$ cat src/rtl/hkrt_pkg.sv
// Shared types, constants and helpers for the HID keyboard report tracker.
package hkrt_pkg;

    // Slots that appear in one emitted report
    localparam int unsigned OUT_SLOTS     = 6;
    // Default number of tracked key slots
    localparam int unsigned KEY_SLOTS_DEF = 6;

    localparam logic [7:0] KEY_NONE   = 8'h00;
    // Usages E0..E7 are the eight modifier keys
    localparam logic [4:0] MOD_PREFIX = 5'b11100;

    // Per-cycle result of the shared slot comparator
    typedef struct packed {
        logic hit;    // slot holds the key under test
        logic empty;  // slot is free
    } t_scan_stat;

    // Modifier bit selected by a usage code, zero for ordinary keys
    function automatic logic [7:0] mod_mask(input logic [7:0] usage);
        logic [7:0] m;
        m = 8'h00;
        if (usage[7:3] == MOD_PREFIX) begin
            m = 8'h01 << usage[2:0];
        end
        return m;
    endfunction

endpackage

$ cat src/rtl/hkrt_if.sv
// Handshake channels: key events in, boot-keyboard reports out.
interface hkrt_key_if;
    logic       valid;
    logic       ready;
    logic [7:0] key_code;
    logic       is_release;

    modport source (output valid, key_code, is_release, input ready);
    modport sink   (input valid, key_code, is_release, output ready);
endinterface

interface hkrt_rpt_if;
    logic       valid;
    logic       ready;
    logic [7:0] modifiers;
    logic [7:0] key_slot_0;
    logic [7:0] key_slot_1;
    logic [7:0] key_slot_2;
    logic [7:0] key_slot_3;
    logic [7:0] key_slot_4;
    logic [7:0] key_slot_5;

    modport source (output valid, modifiers, key_slot_0, key_slot_1, key_slot_2,
                    key_slot_3, key_slot_4, key_slot_5, input ready);
    modport sink   (input valid, modifiers, key_slot_0, key_slot_1, key_slot_2,
                    key_slot_3, key_slot_4, key_slot_5, output ready);
endinterface

$ cat src/rtl/hkrt_slot_scan.sv
// Key slot registers with the single shared comparator used by the scan.
module hkrt_slot_scan
    import hkrt_pkg::*;
#(
    parameter int unsigned KEY_SLOTS = KEY_SLOTS_DEF,
    localparam int unsigned IDX_W    = (KEY_SLOTS > 1) ? $clog2(KEY_SLOTS) : 1
) (
    input  logic             i_clk,
    input  logic             i_rst_n,
    input  logic [IDX_W-1:0] i_rd_idx,
    input  logic [7:0]       i_code,
    input  logic             i_wr_en,
    input  logic [IDX_W-1:0] i_wr_idx,
    input  logic [7:0]       i_wr_data,
    output t_scan_stat       o_stat,
    output logic [7:0]       o_keys [KEY_SLOTS]
);

    logic [7:0] r_keys [KEY_SLOTS];
    logic [7:0] rd_data;

    // Slot storage, all empty after reset
    always_ff @(posedge i_clk) begin
        if (!i_rst_n) begin
            for (int i = 0; i < KEY_SLOTS; i++) begin
                r_keys[i] <= KEY_NONE;
            end
        end else if (i_wr_en) begin
            r_keys[i_wr_idx] <= i_wr_data;
        end
    end

    // Shared compare against the slot under the scan pointer
    assign rd_data      = r_keys[i_rd_idx];
    assign o_stat.hit   = (rd_data == i_code);
    assign o_stat.empty = (rd_data == KEY_NONE);

    assign o_keys = r_keys;

endmodule

$ cat src/rtl/hid_keyboard_report_tracker.sv
// Top level: HID boot-keyboard report tracker with a slot-scan sequencer.
//
// Usage:
//   i_key (sink) takes one key event per request: key_code and is_release.
//   o_rpt (source) gives the updated report (modifier byte, six key slots)
//   whenever a key slot changes; events that change no slot give nothing.
//   Each accepted event is handled by a sequencer that walks the KEY_SLOTS
//   slot registers through one shared 8-bit comparator, one slot a cycle.
//   A code-zero event is dropped on acceptance; other events pass through
//   the states SCAN and APPLY, and EMIT then loads the report register when
//   a slot changed.
//   i_key.ready is high only while the sequencer is idle.
//   A finished report sits in an output register; the next event is accepted
//   and scanned while it waits. If the receiver still stalls when a new
//   report is ready, the sequencer holds until the register frees up.
//   Reset (synchronous, active low) empties all slots, clears the modifiers
//   and drops any pending report.
module hid_keyboard_report_tracker
    import hkrt_pkg::*;
#(
    parameter int unsigned KEY_SLOTS = KEY_SLOTS_DEF
) (
    input  logic       i_clk,
    input  logic       i_rst_n,
    hkrt_key_if.sink   i_key,
    hkrt_rpt_if.source o_rpt
);

    localparam int unsigned IDX_W = (KEY_SLOTS > 1) ? $clog2(KEY_SLOTS) : 1;
    localparam logic [IDX_W-1:0] LAST_IDX = IDX_W'(KEY_SLOTS - 1);

    typedef enum logic [3:0] {
        S_IDLE  = 4'b0001,
        S_SCAN  = 4'b0010,
        S_APPLY = 4'b0100,
        S_EMIT  = 4'b1000
    } t_state;

    t_state           r_state, n_state;
    logic [7:0]       r_code;
    logic             r_rel;
    logic [IDX_W-1:0] r_idx, n_idx;
    logic             r_hit, n_hit;
    logic [IDX_W-1:0] r_hit_idx, n_hit_idx;
    logic             r_emp, n_emp;
    logic [IDX_W-1:0] r_emp_idx, n_emp_idx;
    logic [7:0]       r_mods, n_mods;

    logic             r_out_valid;
    logic [7:0]       r_out_mods;
    logic [7:0]       r_out_keys [OUT_SLOTS];

    t_scan_stat       stat;
    logic [7:0]       keys [KEY_SLOTS];
    logic [7:0]       rpt_keys [OUT_SLOTS];
    logic             wr_en;
    logic [IDX_W-1:0] wr_idx;
    logic [7:0]       wr_data;
    logic             in_fire;
    logic             out_free;

    hkrt_slot_scan #(
        .KEY_SLOTS (KEY_SLOTS)
    ) u_slot_scan (
        .i_clk     (i_clk),
        .i_rst_n   (i_rst_n),
        .i_rd_idx  (r_idx),
        .i_code    (r_code),
        .i_wr_en   (wr_en),
        .i_wr_idx  (wr_idx),
        .i_wr_data (wr_data),
        .o_stat    (stat),
        .o_keys    (keys)
    );

    assign i_key.ready = (r_state == S_IDLE);
    assign in_fire     = i_key.valid && i_key.ready;
    assign out_free    = !r_out_valid || o_rpt.ready;

    // Sequencer
    always_comb begin
        n_state   = r_state;
        n_idx     = r_idx;
        n_hit     = r_hit;
        n_hit_idx = r_hit_idx;
        n_emp     = r_emp;
        n_emp_idx = r_emp_idx;
        n_mods    = r_mods;
        wr_en     = 1'b0;
        wr_idx    = r_hit_idx;
        wr_data   = KEY_NONE;
        case (r_state)
            S_IDLE: begin
                n_idx = '0;
                n_hit = 1'b0;
                n_emp = 1'b0;
                // code zero is dropped here
                if (in_fire && (i_key.key_code != KEY_NONE)) begin
                    n_state = S_SCAN;
                end
            end
            S_SCAN: begin
                // remember the first holding slot and the first free slot
                if (stat.hit && !r_hit) begin
                    n_hit     = 1'b1;
                    n_hit_idx = r_idx;
                end
                if (stat.empty && !r_emp) begin
                    n_emp     = 1'b1;
                    n_emp_idx = r_idx;
                end
                if (r_idx == LAST_IDX) begin
                    n_state = S_APPLY;
                end else begin
                    n_idx = r_idx + 1'b1;
                end
            end
            S_APPLY: begin
                n_state = S_IDLE;
                if (r_rel) begin
                    n_mods = r_mods & ~mod_mask(r_code);
                    if (r_hit) begin
                        wr_en   = 1'b1;
                        wr_idx  = r_hit_idx;
                        wr_data = KEY_NONE;
                        n_state = S_EMIT;
                    end
                end else if (!r_hit) begin
                    n_mods = r_mods | mod_mask(r_code);
                    if (r_emp) begin
                        wr_en   = 1'b1;
                        wr_idx  = r_emp_idx;
                        wr_data = r_code;
                        n_state = S_EMIT;
                    end
                end
            end
            S_EMIT: begin
                if (out_free) begin
                    n_state = S_IDLE;
                end
            end
            default: begin
                n_state = S_IDLE;
            end
        endcase
    end

    // Control and held modifier state
    always_ff @(posedge i_clk) begin
        if (!i_rst_n) begin
            r_state <= S_IDLE;
            r_idx   <= '0;
            r_hit   <= 1'b0;
            r_emp   <= 1'b0;
            r_mods  <= 8'h00;
        end else begin
            r_state <= n_state;
            r_idx   <= n_idx;
            r_hit   <= n_hit;
            r_emp   <= n_emp;
            r_mods  <= n_mods;
        end
    end

    // Event capture and scan positions
    always_ff @(posedge i_clk) begin
        if (in_fire) begin
            r_code <= i_key.key_code;
            r_rel  <= i_key.is_release;
        end
        r_hit_idx <= n_hit_idx;
        r_emp_idx <= n_emp_idx;
    end

    // Report view of the slots: missing slots read as empty
    for (genvar j = 0; j < OUT_SLOTS; j++) begin : g_rpt
        if (j < KEY_SLOTS) begin : g_have
            assign rpt_keys[j] = keys[j];
        end else begin : g_none
            assign rpt_keys[j] = KEY_NONE;
        end
    end

    // Output register
    always_ff @(posedge i_clk) begin
        if (!i_rst_n) begin
            r_out_valid <= 1'b0;
        end else if (r_state == S_EMIT && out_free) begin
            r_out_valid <= 1'b1;
        end else if (o_rpt.ready) begin
            r_out_valid <= 1'b0;
        end
    end

    always_ff @(posedge i_clk) begin
        if (r_state == S_EMIT && out_free) begin
            r_out_mods <= r_mods;
            r_out_keys <= rpt_keys;
        end
    end

    assign o_rpt.valid      = r_out_valid;
    assign o_rpt.modifiers  = r_out_mods;
    assign o_rpt.key_slot_0 = r_out_keys[0];
    assign o_rpt.key_slot_1 = r_out_keys[1];
    assign o_rpt.key_slot_2 = r_out_keys[2];
    assign o_rpt.key_slot_3 = r_out_keys[3];
    assign o_rpt.key_slot_4 = r_out_keys[4];
    assign o_rpt.key_slot_5 = r_out_keys[5];

endmodule
$ cat src/flat_wrapper.sv
// flat-port wrapper written by rule: the top's interface ports become plain ports
module hid_keyboard_report_tracker_flat import hkrt_pkg::*;
#(
    parameter int unsigned KEY_SLOTS = KEY_SLOTS_DEF
)
  (i_clk, i_rst_n, i_key_valid, i_key_key_code, i_key_is_release, i_key_ready, o_rpt_valid, o_rpt_modifiers, o_rpt_key_slot_0, o_rpt_key_slot_1, o_rpt_key_slot_2, o_rpt_key_slot_3, o_rpt_key_slot_4, o_rpt_key_slot_5, o_rpt_ready);
  hkrt_key_if i_key_i ();
  hkrt_rpt_if o_rpt_i ();
  input  logic i_clk;
  input  logic i_rst_n;
  input wire logic [$bits(i_key_i.valid)-1:0] i_key_valid;
  input wire logic [$bits(i_key_i.key_code)-1:0] i_key_key_code;
  input wire logic [$bits(i_key_i.is_release)-1:0] i_key_is_release;
  output wire logic [$bits(i_key_i.ready)-1:0] i_key_ready;
  output wire logic [$bits(o_rpt_i.valid)-1:0] o_rpt_valid;
  output wire logic [$bits(o_rpt_i.modifiers)-1:0] o_rpt_modifiers;
  output wire logic [$bits(o_rpt_i.key_slot_0)-1:0] o_rpt_key_slot_0;
  output wire logic [$bits(o_rpt_i.key_slot_1)-1:0] o_rpt_key_slot_1;
  output wire logic [$bits(o_rpt_i.key_slot_2)-1:0] o_rpt_key_slot_2;
  output wire logic [$bits(o_rpt_i.key_slot_3)-1:0] o_rpt_key_slot_3;
  output wire logic [$bits(o_rpt_i.key_slot_4)-1:0] o_rpt_key_slot_4;
  output wire logic [$bits(o_rpt_i.key_slot_5)-1:0] o_rpt_key_slot_5;
  input wire logic [$bits(o_rpt_i.ready)-1:0] o_rpt_ready;
  assign i_key_i.valid = i_key_valid;
  assign i_key_i.key_code = i_key_key_code;
  assign i_key_i.is_release = i_key_is_release;
  assign i_key_ready = i_key_i.ready;
  assign o_rpt_valid = o_rpt_i.valid;
  assign o_rpt_modifiers = o_rpt_i.modifiers;
  assign o_rpt_key_slot_0 = o_rpt_i.key_slot_0;
  assign o_rpt_key_slot_1 = o_rpt_i.key_slot_1;
  assign o_rpt_key_slot_2 = o_rpt_i.key_slot_2;
  assign o_rpt_key_slot_3 = o_rpt_i.key_slot_3;
  assign o_rpt_key_slot_4 = o_rpt_i.key_slot_4;
  assign o_rpt_key_slot_5 = o_rpt_i.key_slot_5;
  assign o_rpt_i.ready = o_rpt_ready;
  hid_keyboard_report_tracker #(.KEY_SLOTS(KEY_SLOTS)) u_core (.i_clk(i_clk), .i_rst_n(i_rst_n), .i_key(i_key_i), .o_rpt(o_rpt_i));
endmodule
$ cat config.mk
export PLATFORM = sky130hd
export DESIGN_NAME = hid_keyboard_report_tracker_flat
export DESIGN_NICKNAME = d
export VERILOG_FILES = /design/src/rtl/hkrt_pkg.sv /design/src/rtl/hkrt_if.sv /design/src/rtl/hkrt_slot_scan.sv /design/src/rtl/hid_keyboard_report_tracker.sv /design/src/flat_wrapper.sv
export SDC_FILE = /design/constraint.sdc
export NUM_CORES = 1
export LEC_CHECK = 0
export ABC_AREA = 1
export CAP_MARGIN = 0
export CORE_ASPECT_RATIO = 2
export CORE_UTILIZATION = 40
export CTS_CLUSTER_DIAMETER = 100
export DETAILED_ROUTE_END_ITERATION = 6
export DONT_BUFFER_PORTS = 1
export REMOVE_ABC_BUFFERS = 1
export SLEW_MARGIN = 25
export SYNTH_ARGS = -nofsm -noshare
export SYNTH_HDL_FRONTEND = slang
export SYNTH_SLANG_ARGS = --single-unit
$ cat constraint.sdc
create_clock -name i_clk -period 20.1 [get_ports i_clk]
set_input_delay 1.005 -clock i_clk [delete_from_list [all_inputs] [get_ports i_clk]]
set_output_delay 1.005 -clock i_clk [all_outputs]
set_load 0.01 [all_outputs]
# --- After elaboration in Yosys (flattened, before gate mapping) ---
# Cells that the tools add are included.
totals:
  register_bits: 137
  latchBits: 0
  mem_bits_rw: 0
  rom_bits: 0
  in_bits: 13
  out_inout_bits: 58
  elab_cells: 111
  n_memories: 0
op_classes:
  add_sub_neg: 1
  mul: 0
  n_div: 0
  magnitude_cmp: 3
  eq_ne: 14
  shift: 1
  mux: 43
  bitwise_logic: 5
  n_reduce_logical: 21
op_table:
  columns: ["operator", "count"]
  rows:
  - ["8-bit 2-to-1 mux", 15]
  - ["48-bit bitwise mux", 1]
  - ["4-bit 2-to-1 mux", 7]
  - ["8-bit binary-select mux with 3-bit select", 1]
  - ["8-bit demux with 3-bit select", 1]
  - ["4-bit one-hot mux with 4 select lines", 1]
  - ["3-bit 2-to-1 mux", 5]
  - ["2-bit AND reduction", 6]
  - ["2-bit by 1-bit inequality test with 1-bit output, second input constant", 5]
  - ["1-bit 2-to-1 mux", 9]
  - ["8-bit bitwise AND", 1]
  - ["8-bit equality test", 1]
  - ["4-bit >= comparator, second input constant", 2]
  - ["8-bit logical NOT", 1]
  - ["3-bit NOT with 4-bit output", 2]
  - ["8-bit NOT", 1]
  - ["8-bit bitwise OR", 1]
  - ["8-bit nonzero test", 1]
  - ["1-bit by 3-bit << shifter with 8-bit output, first input constant", 1]
  - ["1-bit logical AND", 6]
  - ["3-bit one-hot mux with 2 select lines", 1]
  - ["5-bit equality test, second input constant", 1]
  - ["4-bit by 1-bit equality test with 1-bit output, second input constant", 1]
  - ["4-bit by 2-bit equality test with 1-bit output, second input constant", 1]
  - ["other kinds (11)", 16]

# --- Longest topological paths before layout ---
# Gate-level depths: netlist of the first run.
depth:
  word_depth: 10
  ltp_mapped: 14
  ltp_nobuf: 13

# --- By module ---
# From an unflattened synthesis of the first run, not the netlist that was laid out.
hier_totals:
  cells_unflattened: 622
  hier_area_um2: 5661.7
modules_own_cells:
  columns: ["mod", "instances", "cells_each", "area_each_um2", "seq_area_each_um2"]
  rows:
  - ["hid_keyboard_report_tracker", 1, 255, 3254.4, 2492.4]
  - ["hkrt_slot_scan", 1, 367, 2407.3, 960.9]

# --- Least setup slack after synthesis of the first run ---
# OpenSTA, ideal clock, no wires.
synth_path:
  path_type: "input -> register"
  from: "input port o_rpt_ready"
  to: "register u_core.r_out_keys (netlist bit u_core.o_rpt.key_slot_0[0]), enable pin"
  setup_time_ps: 608
  arrival_ps: 6360
  t_required_ps: 19492
  setup_slack_ps: 13131
  cell_stages: 2
  path_buffers: 0
  path_cell_list: "nor2_1 > nor4_1"
synth_via:
  elab_chain_len: 2
synth_rtl:
  columns: ["element", "line", "rtl"]
  rows:
  - ["from (decl)", "flat_wrapper.sv:23", "input wire logic [$bits(o_rpt_i.ready)-1:0] o_rpt_ready;"]
  - ["1-bit logical OR", "hid_keyboard_report_tracker.sv:78", "assign out_free = !r_out_valid || o_rpt.ready;"]
  - ["1-bit logical AND", "hid_keyboard_report_tracker.sv:197", "if (r_state == S_EMIT && out_free) begin"]
  - ["to (signal assigned)", "hid_keyboard_report_tracker.sv:199", "r_out_keys <= rpt_keys;"]
  - ["to (decl)", "hid_keyboard_report_tracker.sv:51", "logic [7:0] r_out_keys [OUT_SLOTS];"]
# No other way between the ends.
# A chain may end at the register's enable or synchronous reset.

# --- Worst setup path in the final report of the first run ---
layout_path:
  from: "register u_core.r_rel"
  to: "register u_core.u_slot_scan.r_keys (netlist bit u_core.u_slot_scan.o_keys[2])"
layout_via:
  elab_chain_len: 8
  word_cells_on_any_way: 13
  classes_between: "order compare: 2; mux: 9; bitwise: 1; reduce/logical: 1"
layout_rtl:
  columns: ["element", "line", "rtl"]
  rows:
  - ["from (decl)", "hid_keyboard_report_tracker.sv:41", "logic r_rel;"]
  - ["from (signal assigned)", "hid_keyboard_report_tracker.sv:170", "r_rel <= i_key.is_release;"]
  - ["3-bit 2-to-1 mux", "hid_keyboard_report_tracker.sv:120", "if (r_rel) begin"]
  - ["3-bit 2-to-1 mux", "hid_keyboard_report_tracker.sv:92", "case (r_state)"]
  - ["3-bit NOT with 4-bit output (implied by the code)", "hkrt_slot_scan.sv:29", "r_keys[i_wr_idx] <= i_wr_data;"]
  - ["4-bit >= comparator (implied by the code) / 4-bit by 1-bit less-than comparator with 1-bit output (equally long branches)", "hkrt_slot_scan.sv:29", null]
  - ["1-bit logical AND (implied by the code)", "hkrt_slot_scan.sv:29", null]
  - ["8-bit 2-to-1 mux (implied by the code)", "hkrt_slot_scan.sv:29", null]
  - ["8-bit demux with 3-bit select", "hkrt_slot_scan.sv:29", null]
  - ["48-bit bitwise mux", "hkrt_slot_scan.sv:29", null]
  - ["to (signal, indexed assignment)", "hkrt_slot_scan.sv:29", null]
  - ["to (decl)", "hkrt_slot_scan.sv:19", "logic [7:0] r_keys [KEY_SLOTS];"]
# Several ways; a longest one is shown, not always the timed one.

==> summary.json, run 1 <==
{
  "drt.antenna.violating_nets": {"value": 0},
  "worst_setup_path_start_kind": {"value": "flop"},
  "comb_power_share": {"value": 0.039},
  "timing.critical_path.slowest_stage_cell": {"value": "sky130_fd_sc_hd__edfxtp_1"},
  "intPower": {"value": 0.000499, "unit": "W"},
  "max_freq": {"value": 394, "unit": "MHz"},
  "area_of_the_multi_input_gates": {"value": 1660, "unit": "sq um"},
  "fin_skew": {"value": 0.00780, "unit": "ns"},
  "floorplan.core_area": {"value": 13400, "unit": "sq um"},
  "syn-cell-area": {"value": 5480, "unit": "sq um"},
  "vias_per_cell": {"value": 5.27},
  "first_global_vias": {"value": 3701},
  "clockPowerShare": {"value": 0.487},
  "worstPathMaxFanout": {"value": 14},
  "path_clk_slew": {"value": 0.06, "unit": "ns"},
  "worst_skew_pair.late_latency": {"value": 0.41, "unit": "ns"},
  "swShare": {"value": 0.219},
  "hold_buffers": {"value": 0},
  "grt_pass1_wl": {"value": 19400, "unit": "microns"},
  "p_sw": {"value": 0.000140, "unit": "W"},
  "wire_per_inst": {"value": 16.5, "unit": "microns"},
  "final.min_clock_period": {"value": 2.54, "unit": "ns"},
  "path_class": {"value": "reg -> reg"},
  "grt_start_max_net_pins": {"value": 55},
  "seq_area_frac_synth": {"value": 0.630},
  "cts-root-to-sink-buffers": {"value": 2},
  "io-pin-count": {"value": 71},
  "dr_total_vias": {"value": 3883},
  "post_cts_resize_count": {"value": 0},
  "critPathCaptureType": {"value": "flop"},
  "synth.ff_latch_count": {"value": 137},
  "path_delay_family": {"value": "simple AND/OR/NAND/NOR gates"},
  "ir_worst_vdd": {"value": 0.0000564, "unit": "V"},
  "timing.critical_path.buf_inv": {"value": 2},
  "detail_route.drc_violations": {"value": 4},
  "dpl_cell_area": {"value": 5570, "unit": "sq um"},
  "dpl_worst_slack": {"value": 17.05, "unit": "ns"},
  "sequential_power_share": {"value": 0.473},
  "final-hold-violation-count": {"value": 0},
  "timing.final.ws_setup": {"value": 17.56, "unit": "ns"},
  "floorplan.die.height": {"value": 168, "unit": "microns"},
  "timing_worst_slew_pin_value": {"value": 0.747, "unit": "ns"},
  "fin_nets": {"value": 584},
  "grt_antenna_before_repair": {"value": 0},
  "start_util": {"value": 0.408},
  "fillCellCount": {"value": 1267},
  "grtUsageTotal": {"value": 0.181},
  "seq_area": {"value": 3450, "unit": "sq um"},
  "syn_area_per_cell": {"value": 9.63, "unit": "sq um"},
  "drive_gt1_frac": {"value": 0.0928},
  "syn_to_final_growth": {"value": 12.7, "unit": "%"},
  "setup_violations": {"value": 0},
  "grt-ovfl-total": {"value": 0},
  "synthesis.yosys.warnings": {"value": 0},
  "timing.final.max_slew_violations": {"value": 0},
  "horiz_die_dim": {"value": 84.8, "unit": "microns"},
  "placement_rows": {"value": 60},
  "buffer_ports.inserted": {"value": 0},
  "cellPowerDensity": {"value": 104, "unit": "nW/um^2"},
  "largest_stage_delay_on_the_critical_path": {"value": 0.56, "unit": "ns"},
  "violations": {"value": "design-rule violations"},
  "final_worst_path_period_share": {"value": 0.126},
  "synth_cells": {"value": 569},
  "clock_tree_from_tritoncts": {"value": "built"},
  "worst-endpoint-required": {"value": 20.40, "unit": "ns"},
  "setup_tns": {"value": 0, "unit": "ns"},
  "post-dp-hpwl": {"value": 8770, "unit": "microns"},
  "dr.pass1.iters": {"value": 7},
  "crit_chain": {"value": "nor2_2, nand3_2, nand2_1, o21ai_1, nor2_1, inv_1, nor2_2, inv_1, nor2_1, nor2_1"},
  "clock_sinks": {"value": 137},
  "ctsRootBufferMaster": {"value": "sky130_fd_sc_hd__clkbuf_16"},
  "dr.first_iter.drc_count": {"value": 295},
  "stdcell_area": {"value": 6180, "unit": "sq um"},
  "grt_setup_unrepaired": {"value": "false"},
  "cts_made_buffers": {"value": 17},
  "cp_data_arrival_time": {"value": 2.84, "unit": "ns"},
  "cap_violations": {"value": 0},
  "postRouteWirelength": {"value": 12100, "unit": "microns"},
  "worst_slew_margin_rel": {"value": 0.502},
  "leak_pwr": {"value": 2.40, "unit": "nW"},
  "finalWeightedCongestion": {"value": 0.886},
  "p_total": {"value": 0.000640, "unit": "W"},
  "cpMostUsedCell": {"value": "sky130_fd_sc_hd__nor2_1"},
  "status": {"value": "complete, but fails checks"},
  "ys_types": {"value": 31},
  "floorplan.die_area": {"value": 14200, "unit": "sq um"},
  "cts_htree_levels": {"value": 4},
  "insertedDiodeCount": {"value": 0},
  "post_cts_setup_buffer_count": {"value": 0},
  "hold_class": {"value": "reg -> reg"}
}
==> Yosys cell counts (all sizes together) <==
cell type   n  area, sq um
a211oi      3         37.5
a21oi      47          235
a311oi      1         8.76
buf        12         92.6
clkbuf      9         33.8
clkinv      1         3.75
dfxtp      66         1320
edfxtp     71         2130
ha          2         25.0
inv        66          248
nand2      94          355
nand3      22          115
nand4       1         6.26
nor2       78          328
nor3        7         35.0
nor4        8         50.1
o211ai      4         30.0
o21a        6         45.0
o21ai      67          350
o31ai       1         7.51
or2         3         18.8
==> cells in the final DEF, fill, tap and decap left out <==
cell / instances
sky130_fd_sc_hd__dfxtp_1: 66
sky130_fd_sc_hd__o21ai_1: 7
sky130_fd_sc_hd__buf_4: 2
sky130_fd_sc_hd__clkbuf_1: 1
sky130_fd_sc_hd__nor2_1: 70
sky130_fd_sc_hd__clkinvlp_4: 3
sky130_fd_sc_hd__o31ai_1: 1
sky130_fd_sc_hd__inv_6: 3
sky130_fd_sc_hd__nor4_4: 1
sky130_fd_sc_hd__a211oi_2: 3
sky130_fd_sc_hd__nor3_1: 7
sky130_fd_sc_hd__o21ai_4: 1
sky130_fd_sc_hd__nand2_2: 1
sky130_fd_sc_hd__ha_1: 2
sky130_fd_sc_hd__edfxtp_1: 71
sky130_fd_sc_hd__clkinv_2: 2
sky130_fd_sc_hd__nor2_4: 3
sky130_fd_sc_hd__o21ai_2: 1
sky130_fd_sc_hd__clkinv_4: 2
sky130_fd_sc_hd__clkinv_1: 2
sky130_fd_sc_hd__nor4_1: 7
sky130_fd_sc_hd__inv_2: 3
sky130_fd_sc_hd__o21ai_0: 58
sky130_fd_sc_hd__clkbuf_16: 17
sky130_fd_sc_hd__bufinv_16: 3
sky130_fd_sc_hd__nor2_2: 5
sky130_fd_sc_hd__nand3_2: 1
sky130_fd_sc_hd__nand2_1: 93
sky130_fd_sc_hd__a21oi_1: 47
sky130_fd_sc_hd__or2_2: 3
sky130_fd_sc_hd__nand4_1: 1
sky130_fd_sc_hd__nand3_1: 21
sky130_fd_sc_hd__o211ai_1: 4
sky130_fd_sc_hd__a311oi_1: 1
sky130_fd_sc_hd__o21a_1: 6
sky130_fd_sc_hd__inv_1: 63
==> area by class of cell <==
type,instances,area share
Multi-Input combinational cell,344,0.269
Clock inverter,14,0.0276
Tap cell,155,0.0314
Sequential cell,137,0.559
Inverter,67,0.0407
Clock buffer,18,0.0695
Timing Repair Buffer,2,0.00243
==> metal layers <==
metal	wire [microns]	share of wire	track usage
met4	299	0.025	0.0781
met1	4560	0.38	0.180
met3	294	0.024	0.0439
met5	0	0	0
met2	6980	0.58	0.347
==> kinds of logic (layout without fill, tap and decap cells) <==
logic type | count (synthesis) | after routing | synth area share
flip-flops | 137 | 137 | 0.630
adder cells (fa/ha/maj) | 2 | 2 | 0.00457
buffers and inverters | 88 | 101 | 0.0690
AO/OA/AOI/OAI | 129 | 129 | 0.130
AND/OR/NAND/NOR | 213 | 213 | 0.166
==> power by group through the flow <==
| stage | sequential (W) | clock [W] | combinational [W] |
|---|---|---|---|
| floorplan | 0.000307 | 0 | 0.0000187 |
| global placement | 0.000309 | 0 | 0.0000241 |
| detailed placement | 0.000309 | 0 | 0.0000248 |
| CTS | 0.000303 | 0.000317 | 0.0000249 |
| global route | 0.000303 | 0.000331 | 0.0000284 |
| finish | 0.000303 | 0.000312 | 0.0000250 |
==> flip-flops by register name, indices dropped and copies added, names as in the netlist, 4 cells and up, named ones only <==
register	count
u_core.o_rpt.key_slot_4	8
u_core.u_slot_scan.o_keys	48
u_core.o_rpt.modifiers	8
u_core.o_rpt.key_slot_0	8
u_core.r_state	4
u_core.r_code	8
u_core.o_rpt.key_slot_5	8
u_core.o_rpt.key_slot_3	8
u_core.o_rpt.key_slot_2	8
u_core.o_rpt.key_slot_1	8
==> metrics by stage <==
| step | utilization | std cells | hold WS (ns) |
|---|---|---|---|
| finish | 0.460 | 737 | 0.425 |
| global route | 0.460 | 737 | 0.440 |
| CTS | 0.459 | 737 | 0.422 |
| detailed placement | 0.414 | 705 | 0.413 |
| global placement | 0.414 | 705 | 0.412 |
| floorplan | - | 548 | 0.403 |
==> final timing paths <==
check	from	to	slack [ns]	depth (start not counted)
max	u_core.r_rel	u_core.u_slot_scan.o_keys[2]	17.56	10
min	flop	u_core.o_rpt.modifiers[2]	0.43	0
min reg2reg	flop	u_core.o_rpt.modifiers[2]	0.43	0
max reg2reg	u_core.r_rel	u_core.u_slot_scan.o_keys[2]	17.56	10
Note: power is estimated with default switching activity, not from simulation.
==> inputs of run 2 (changes only) <==
Settings changed: ABC_AREA 1 to 0.
Clock period 20.1 ns to 2.5 ns, I/O delays scaled along.
==> run 2 against run 1 <==
Net effect:
- the flow finishes with violations (negative setup slack)
- die area grew 1.4%
- sequential power grew to 7.9 times the previous value
- sequential share of layout area shrank 5.3 points
- first-iteration DRC count shrank 46%
- total power grew to 7.9 times the previous value
- critical endpoint is now u_core.r_hit_idx[2]
- maximum frequency shrank 2.7%
- critical path type unchanged
- area after synthesis grew 1.4%
- clock skew grew 0.00085 ns
==> summary.json, run 2 <==
{
  "post-dp-hpwl": {"value": 9050, "unit": "microns"},
  "status": {"value": "complete, but fails checks"},
  "mostFrequentLayoutCell": {"value": "sky130_fd_sc_hd__nor2_1"},
  "synthesis.yosys.warnings": {"value": 0},
  "grt_setup_unrepaired": {"value": "true"},
  "worst_skew_pair.late_latency": {"value": 0.41, "unit": "ns"},
  "predominant_post_synthesis_flop_cell": {"value": "sky130_fd_sc_hd__edfxtp_1"},
  "postRouteWirelength": {"value": 12700, "unit": "microns"},
  "synth_top_family_by_area": {"value": "multiplexers"},
  "mostFrequentLayoutCells": {"value": "sky130_fd_sc_hd__nor2_1 (72), sky130_fd_sc_hd__edfxtp_1 (71), sky130_fd_sc_hd__dfxtp_1 (64)"},
  "ctsRootBufferMaster": {"value": "sky130_fd_sc_hd__clkbuf_16"},
  "crit_chain": {"value": "buf_6, buf_4, mux2_4, a222oi_1, buf_4, xnor2_1, or4_4, nor4_4, buf_4"},
  "dr.first_iter.drc_count": {"value": 158},
  "finalWeightedCongestion": {"value": 0.879},
  "synth_cells": {"value": 432},
  "floorplan.die_area": {"value": 14400, "unit": "sq um"},
  "largest_stage_delay_on_the_critical_path": {"value": 0.44, "unit": "ns"},
  "timing.final.ws_setup": {"value": -0.105, "unit": "ns"},
  "first_global_vias": {"value": 3651},
  "clock_sinks": {"value": 137},
  "cellPowerDensity": {"value": 738, "unit": "nW/um^2"},
  "final_worst_path_period_share": {"value": 1.04},
  "path_delay_family": {"value": "buffers and inverters"},
  "final.min_clock_period": {"value": 2.60, "unit": "ns"},
  "dr_total_vias": {"value": 3541},
  "area_share_of_fa_ha_maj_cells_after_synthesis": {"value": 0.00450},
  "p_sw": {"value": 0.00102, "unit": "W"},
  "grt_start_max_net_pins": {"value": 57},
  "flip_flop_count_of_the_largest_register_all_copies_and_words_added": {"value": 48},
  "intPower": {"value": 0.00402, "unit": "W"},
  "timing.critical_path.slowest_stage_cell": {"value": "sky130_fd_sc_hd__or4_4"},
  "horiz_die_dim": {"value": 85.4, "unit": "microns"},
  "leak_pwr": {"value": 2.34, "unit": "nW"},
  "violations": {"value": "negative setup slack"},
  "placement_rows": {"value": 60},
  "vias_per_cell": {"value": 5.45},
  "setup_violations": {"value": 3},
  "fin_nets": {"value": 497},
  "io-pin-count": {"value": 71},
  "ir_worst_vdd": {"value": 0.000463, "unit": "V"},
  "timing.final.max_slew_violations": {"value": 0},
  "detail_route.drc_violations": {"value": 0},
  "synth.cells.most_frequent": {"value": "sky130_fd_sc_hd__nor2_1 (72), sky130_fd_sc_hd__edfxtp_1 (71), sky130_fd_sc_hd__dfxtp_1 (66)"},
  "synth_top_area_share": {"value": 0.384},
  "r2r_setup_slack": {"value": -0.10, "unit": "ns"},
  "fin_skew": {"value": 0.00865, "unit": "ns"},
  "wire_per_inst": {"value": 19.6, "unit": "microns"},
  "yosys-top-cells-area": {"value": "sky130_fd_sc_hd__edfxtp_1 (38%), sky130_fd_sc_hd__dfxtp_1 (24%), sky130_fd_sc_hd__mux2i_1 (9.2%)"},
  "synth-xor-area-share": {"value": 0.0158},
  "seq_area_frac_synth": {"value": 0.621},
  "setup_tns": {"value": -0.314, "unit": "ns"},
  "clock_tree_from_tritoncts": {"value": "built"},
  "worstPathMaxFanout": {"value": 4},
  "syn_to_final_growth": {"value": 22.8, "unit": "%"},
  "grtUsageTotal": {"value": 0.186},
  "cts_made_buffers": {"value": 17},
  "mux_share_of_post_synthesis_cell_area": {"value": 0.145},
  "buffer_ports.inserted": {"value": 0},
  "cts-root-to-sink-buffers": {"value": 2},
  "critPathCaptureType": {"value": "flop"},
  "numPlacedInstances": {"value": 596},
  "timing_worst_slew_pin_value": {"value": 0.766, "unit": "ns"},
  "hold_class": {"value": "in -> reg"},
  "syn_area_per_cell": {"value": 12.9, "unit": "sq um"},
  "synth-compound-area-share": {"value": 0.0565},
  "drt.antenna.violating_nets": {"value": 0},
  "final-instance-count-excl-fill": {"value": 650},
  "clockPowerShare": {"value": 0.501},
  "ys_async_sr_fraction": {"value": 0},
  "worst-endpoint-required": {"value": 2.63, "unit": "ns"},
  "cpMostUsedCell": {"value": "sky130_fd_sc_hd__buf_4"},
  "timing.critical_path.buf_inv": {"value": 4},
  "insertedDiodeCount": {"value": 0},
  "syn-cell-area": {"value": 5560, "unit": "sq um"},
  "ys_types": {"value": 54},
  "synth.ff_latch_count": {"value": 137},
  "cp_data_arrival_time": {"value": 2.74, "unit": "ns"},
  "cts_htree_levels": {"value": 4},
  "synth_top_area_cell": {"value": "sky130_fd_sc_hd__edfxtp_1"},
  "cap_violations": {"value": 0},
  "drive_gt1_frac": {"value": 0.234},
  "dr.pass1.iters": {"value": 4},
  "synth.most_common_cell": {"value": "sky130_fd_sc_hd__nor2_1"},
  "start_util": {"value": 0.411},
  "sequential_power_share": {"value": 0.475},
  "floorplan.core_area": {"value": 13500, "unit": "sq um"},
  "grt_antenna_before_repair": {"value": 0},
  "synth_enable_flop_cells": {"value": 71},
  "final-hold-violation-count": {"value": 0},
  "worst_slew_margin_rel": {"value": 0.489},
  "fillCellCount": {"value": 1173},
  "grt_pass1_wl": {"value": 19600, "unit": "microns"},
  "swShare": {"value": 0.202},
  "synthSimpleGateAreaFrac": {"value": 0.130},
  "worst_setup_path_start_kind": {"value": "flop"},
  "grt-ovfl-total": {"value": 0},
  "path_class": {"value": "reg -> reg"},
  "max_freq": {"value": 384, "unit": "MHz"},
  "path_clk_slew": {"value": 0.06, "unit": "ns"},
  "comb_power_share": {"value": 0.024},
  "floorplan.die.height": {"value": 169, "unit": "microns"}
}
==> run 2: power groups by stage <==
stage / clock (W) / sequential (W) / combinational, W
finish: 0.00252 / 0.00239 / 0.000121
global route: 0.00266 / 0.00239 / 0.000133
CTS: 0.00257 / 0.00239 / 0.000116
detailed placement: 0 / 0.00244 / 0.000100
global placement: 0 / 0.00244 / 0.0000992
floorplan: 0 / 0.00243 / 0.0000632
==> run 2: timing repair <==
action | CTS | global route
setup buffers | 8 | 3
cloned | 0 | 0
endpoints found under the hold margin | 16 | 0
hold buffers | 12 | 0
gates resized for setup | 9 | 7
pin swaps | 6 | 6
setup endpoints to repair | 7 | 7
==> run 2: final timing paths <==
| kind | cells after the start | to | from |
|---|---|---|---|
| min reg2reg | 0 | u_core.o_rpt.modifiers[6] | flop |
| max reg2reg | 9 | u_core.r_hit_idx[2] | u_core.r_idx[1] |
| min | 1 | u_core.r_code[5] | i_key_valid |
| max | 9 | u_core.r_hit_idx[2] | u_core.r_idx[1] |
==> run 2: layer usage <==
metal  wire, microns  track usage  vias to the layer above
met2            7290        0.345                       84
met5               0            0                        -
li1                -            -                     1697
met4             535        0.120                        0
met3             333       0.0390                       27
met1            4550        0.183                     1733
==> run 2: kinds of logic after synthesis <==
| family | Yosys count |
|---|---|
| and+or+nand+nor | 138 |
| DFF | 137 |
| muxes | 71 |
| AOI/OAI and AO/OA | 40 |
| buffers and inverters | 34 |
| xor gates and xnor gates | 10 |
| adders and majority gates | 2 |
==> run 2: area by class of cell <==
cell class | instances | area [sq um] | share of cell area
well taps | 155 | 194 | 0.0284
clock buffers | 24 | 534 | 0.0783
flip-flops and latches | 137 | 3460 | 0.507
clock inverters | 8 | 80.1 | 0.0117
inverters | 7 | 26.3 | 0.00385
repair buffers | 58 | 518 | 0.0759
multi-input cells | 261 | 2020 | 0.295
==> run 2: through the flow <==
stage	setup slack [ns]	power (W)	hold slack, ns	utilization	cell area [sq um]
floorplan	-1.26	0.00250	0.224	-	5430
global placement	-0.160	0.00254	0.224	0.440	5940
finish	-0.105	0.00504	0.160	0.505	6830
global route	-0.158	0.00518	0.182	0.505	6830
detailed placement	-0.223	0.00254	0.224	0.440	5940
CTS	-0.0660	0.00507	0.146	0.501	6760
==> inputs of run 3 (changes only) <==
Settings changed: CAP_MARGIN 0 to default, PLACE_DENSITY from default to 0.52.
==> run 3 against run 2 <==
Net effect:
- the run now ends clean
- final cell count down 2.2%
- sequential power about the same
- via count down 1.1%
- non-clock buffer count down 14
- sequential cell count unchanged
- first-iteration DRC count down 13%
- clock power down 2%
- die area unchanged
- maximum frequency up 6.7%
==> summary.json, run 3 (synthesis gave the netlist of run 2 again) <==
{
  "drive_gt1_frac": {"value": 0.208},
  "mostFrequentLayoutCell": {"value": "sky130_fd_sc_hd__nor2_1"},
  "grt_setup_unrepaired": {"value": "true"},
  "floorplan.die_area": {"value": 14400, "unit": "sq um"},
  "hold_path_startpoint": {"value": "i_key_valid"},
  "grtUsageTotal": {"value": 0.188},
  "worst_skew_pair.late_latency": {"value": 0.41, "unit": "ns"},
  "worst_setup_path_start_kind": {"value": "flop"},
  "setup_tns": {"value": 0, "unit": "ns"},
  "fin_skew": {"value": 0.00897, "unit": "ns"},
  "r2r_setup_slack": {"value": 0.06, "unit": "ns"},
  "swShare": {"value": 0.218},
  "cellPowerDensity": {"value": 748, "unit": "nW/um^2"},
  "flip_flop_count_of_the_largest_register_all_copies_and_words_added": {"value": 48},
  "buffer_ports.inserted": {"value": 0},
  "first_global_vias": {"value": 3637},
  "worst_slew_margin_rel": {"value": 0.408},
  "critical_path.reg2reg.startpoint": {"value": "u_core.r_idx[0]"},
  "drt.antenna.violating_nets": {"value": 0},
  "start_util": {"value": 0.411},
  "clock_tree_from_tritoncts": {"value": "built"},
  "cp_data_arrival_time": {"value": 2.53, "unit": "ns"},
  "path_clk_slew": {"value": 0.06, "unit": "ns"},
  "dr_total_vias": {"value": 3502},
  "grt_start_max_net_pins": {"value": 36},
  "regToRegEndpoint": {"value": "u_core.r_hit_idx[0]"},
  "grt-ovfl-total": {"value": 0},
  "syn_to_final_growth": {"value": 20.0, "unit": "%"},
  "clock_sinks": {"value": 137},
  "vias_per_cell": {"value": 5.51},
  "max_freq": {"value": 410, "unit": "MHz"},
  "r2r.worst_path.cells": {"value": 6},
  "final-instance-count-excl-fill": {"value": 636},
  "cts_htree_levels": {"value": 4},
  "dr.first_iter.drc_count": {"value": 137},
  "floorplan.die.height": {"value": 169, "unit": "microns"},
  "comb_power_share": {"value": 0.024},
  "finalWeightedCongestion": {"value": 0.898},
  "floorplan.core_area": {"value": 13500, "unit": "sq um"},
  "worstPathMaxFanout": {"value": 10},
  "post-dp-hpwl": {"value": 9330, "unit": "microns"},
  "hold-path-endpoint": {"value": "u_core.r_state[0]"},
  "ctsRootBufferMaster": {"value": "sky130_fd_sc_hd__clkbuf_16"},
  "critPathCaptureType": {"value": "flop"},
  "wire_per_inst": {"value": 20.2, "unit": "microns"},
  "insertedDiodeCount": {"value": 0},
  "placement_rows": {"value": 60},
  "leak_pwr": {"value": 2.23, "unit": "nW"},
  "status": {"value": "finished, final reports clean"},
  "hold_class": {"value": "in -> reg"},
  "cap_violations": {"value": 0},
  "horiz_die_dim": {"value": 85.4, "unit": "microns"},
  "path_class": {"value": "reg -> reg"},
  "intPower": {"value": 0.00390, "unit": "W"},
  "numPlacedInstances": {"value": 592},
  "final.min_clock_period": {"value": 2.44, "unit": "ns"},
  "mostFrequentLayoutCells": {"value": "sky130_fd_sc_hd__nor2_1 (72), sky130_fd_sc_hd__edfxtp_1 (71), sky130_fd_sc_hd__dfxtp_1 (64)"},
  "final_worst_path_period_share": {"value": 0.977},
  "postRouteWirelength": {"value": 12900, "unit": "microns"},
  "grt_antenna_before_repair": {"value": 0},
  "ir_worst_vdd": {"value": 0.000511, "unit": "V"},
  "dr.pass1.iters": {"value": 4},
  "cts_made_buffers": {"value": 17},
  "timing.final.max_slew_violations": {"value": 0},
  "sequential_power_share": {"value": 0.479},
  "fin_nets": {"value": 483},
  "final-hold-violation-count": {"value": 0},
  "hold-path-cell-count": {"value": 3},
  "setup_violations": {"value": 0},
  "worst-endpoint-required": {"value": 2.59, "unit": "ns"},
  "detail_route.drc_violations": {"value": 0},
  "io-pin-count": {"value": 71},
  "grt_pass1_wl": {"value": 20100, "unit": "microns"},
  "timing_worst_slew_pin_value": {"value": 0.889, "unit": "ns"},
  "fin_hold_ws": {"value": 0.0313, "unit": "ns"},
  "cts-root-to-sink-buffers": {"value": 2},
  "clockPowerShare": {"value": 0.497},
  "p_sw": {"value": 0.00109, "unit": "W"}
}
==> run 3: cell types whose count changed in the layout (fill, tap and decap cells not counted), sizes merged <==
cell	delta
buf	-13
bufinv	+1
clkbuf	-6
clkinv	-4
clkinvlp	+5
dlygate4sd3	-1
inv	+4
==> run 3: layout make-up <==
type	instances	area, sq um
Timing Repair Buffer	44	405
Multi-Input combinational cell	261	2000
Clock inverter	14	159
Tap cell	155	194
Inverter	7	26.3
Fill cell	1223	6840
Sequential cell	137	3460
Clock buffer	18	429
==> run 3: per-layer routing <==
metal | track usage | share of wire | vias to the layer above | routed length, microns
met4 | 0.0848 | 0.028 | 0 | 363
met3 | 0.0356 | 0.028 | 23 | 364
met5 | 0 | 0 | - | 0
met2 | 0.360 | 0.57 | 93 | 7360
li1 | - | - | 1665 | -
met1 | 0.194 | 0.37 | 1721 | 4780
==> run 3: timing repair <==
item / CTS / global route
hold endpoints to repair: 15 / 0
setup endpoints to repair: 4 / 35
resized for setup: 7 / 10
buffers inserted: 3 / 0
hold buffers: 11 / 0
pin swaps: 5 / 3
==> run 3: critical path, cell delays in order, from the launching register on <==
cell and delay, ns:
sky130_fd_sc_hd__dfxtp_4 0.37, sky130_fd_sc_hd__buf_6 0.16, sky130_fd_sc_hd__mux4_2 0.53, sky130_fd_sc_hd__a22oi_1 0.24, sky130_fd_sc_hd__xnor2_1 0.12, sky130_fd_sc_hd__or3_4 0.35, sky130_fd_sc_hd__nor4_4 0.36
==> run 3: worst max path at each step <==
stage          slack (ns)  cells after the start                             to         startpoint
2_1_floorplan       -1.26                      2     u_core.o_rpt.key_slot_0[0]  u_core.r_state[0]
3_3_place_gp        -0.20                      7            u_core.r_hit_idx[2]    u_core.r_idx[1]
3_5_place_dp        -0.25                      6            u_core.r_hit_idx[2]    u_core.r_idx[1]
4_1_cts             0.003                      7            u_core.r_hit_idx[2]    u_core.r_idx[1]
5_1_grt             -0.14                      6  u_core.u_slot_scan.o_keys[11]  u_core.r_state[2]
6_report             0.06                      6            u_core.r_hit_idx[0]    u_core.r_idx[0]
==> run 3: stage by stage <==
step	setup slack [ns]	utilization	cell area, sq um	power, W
detailed placement	-0.249	0.436	5900	0.00254
floorplan	-1.26	-	5430	0.00250
CTS	0.00316	0.491	6630	0.00504
global placement	-0.204	0.436	5900	0.00254
global route	-0.145	0.494	6670	0.00514
finish	0.0585	0.494	6670	0.00499
==> run 3: power by group through the flow <==
stage	Clock, W	Combinational [W]	Sequential (W)
global placement	0	0.000102	0.00244
floorplan	0	0.0000632	0.00243
finish	0.00248	0.000122	0.00239
global route	0.00261	0.000133	0.00239
detailed placement	0	0.000103	0.00244
CTS	0.00253	0.000119	0.00239
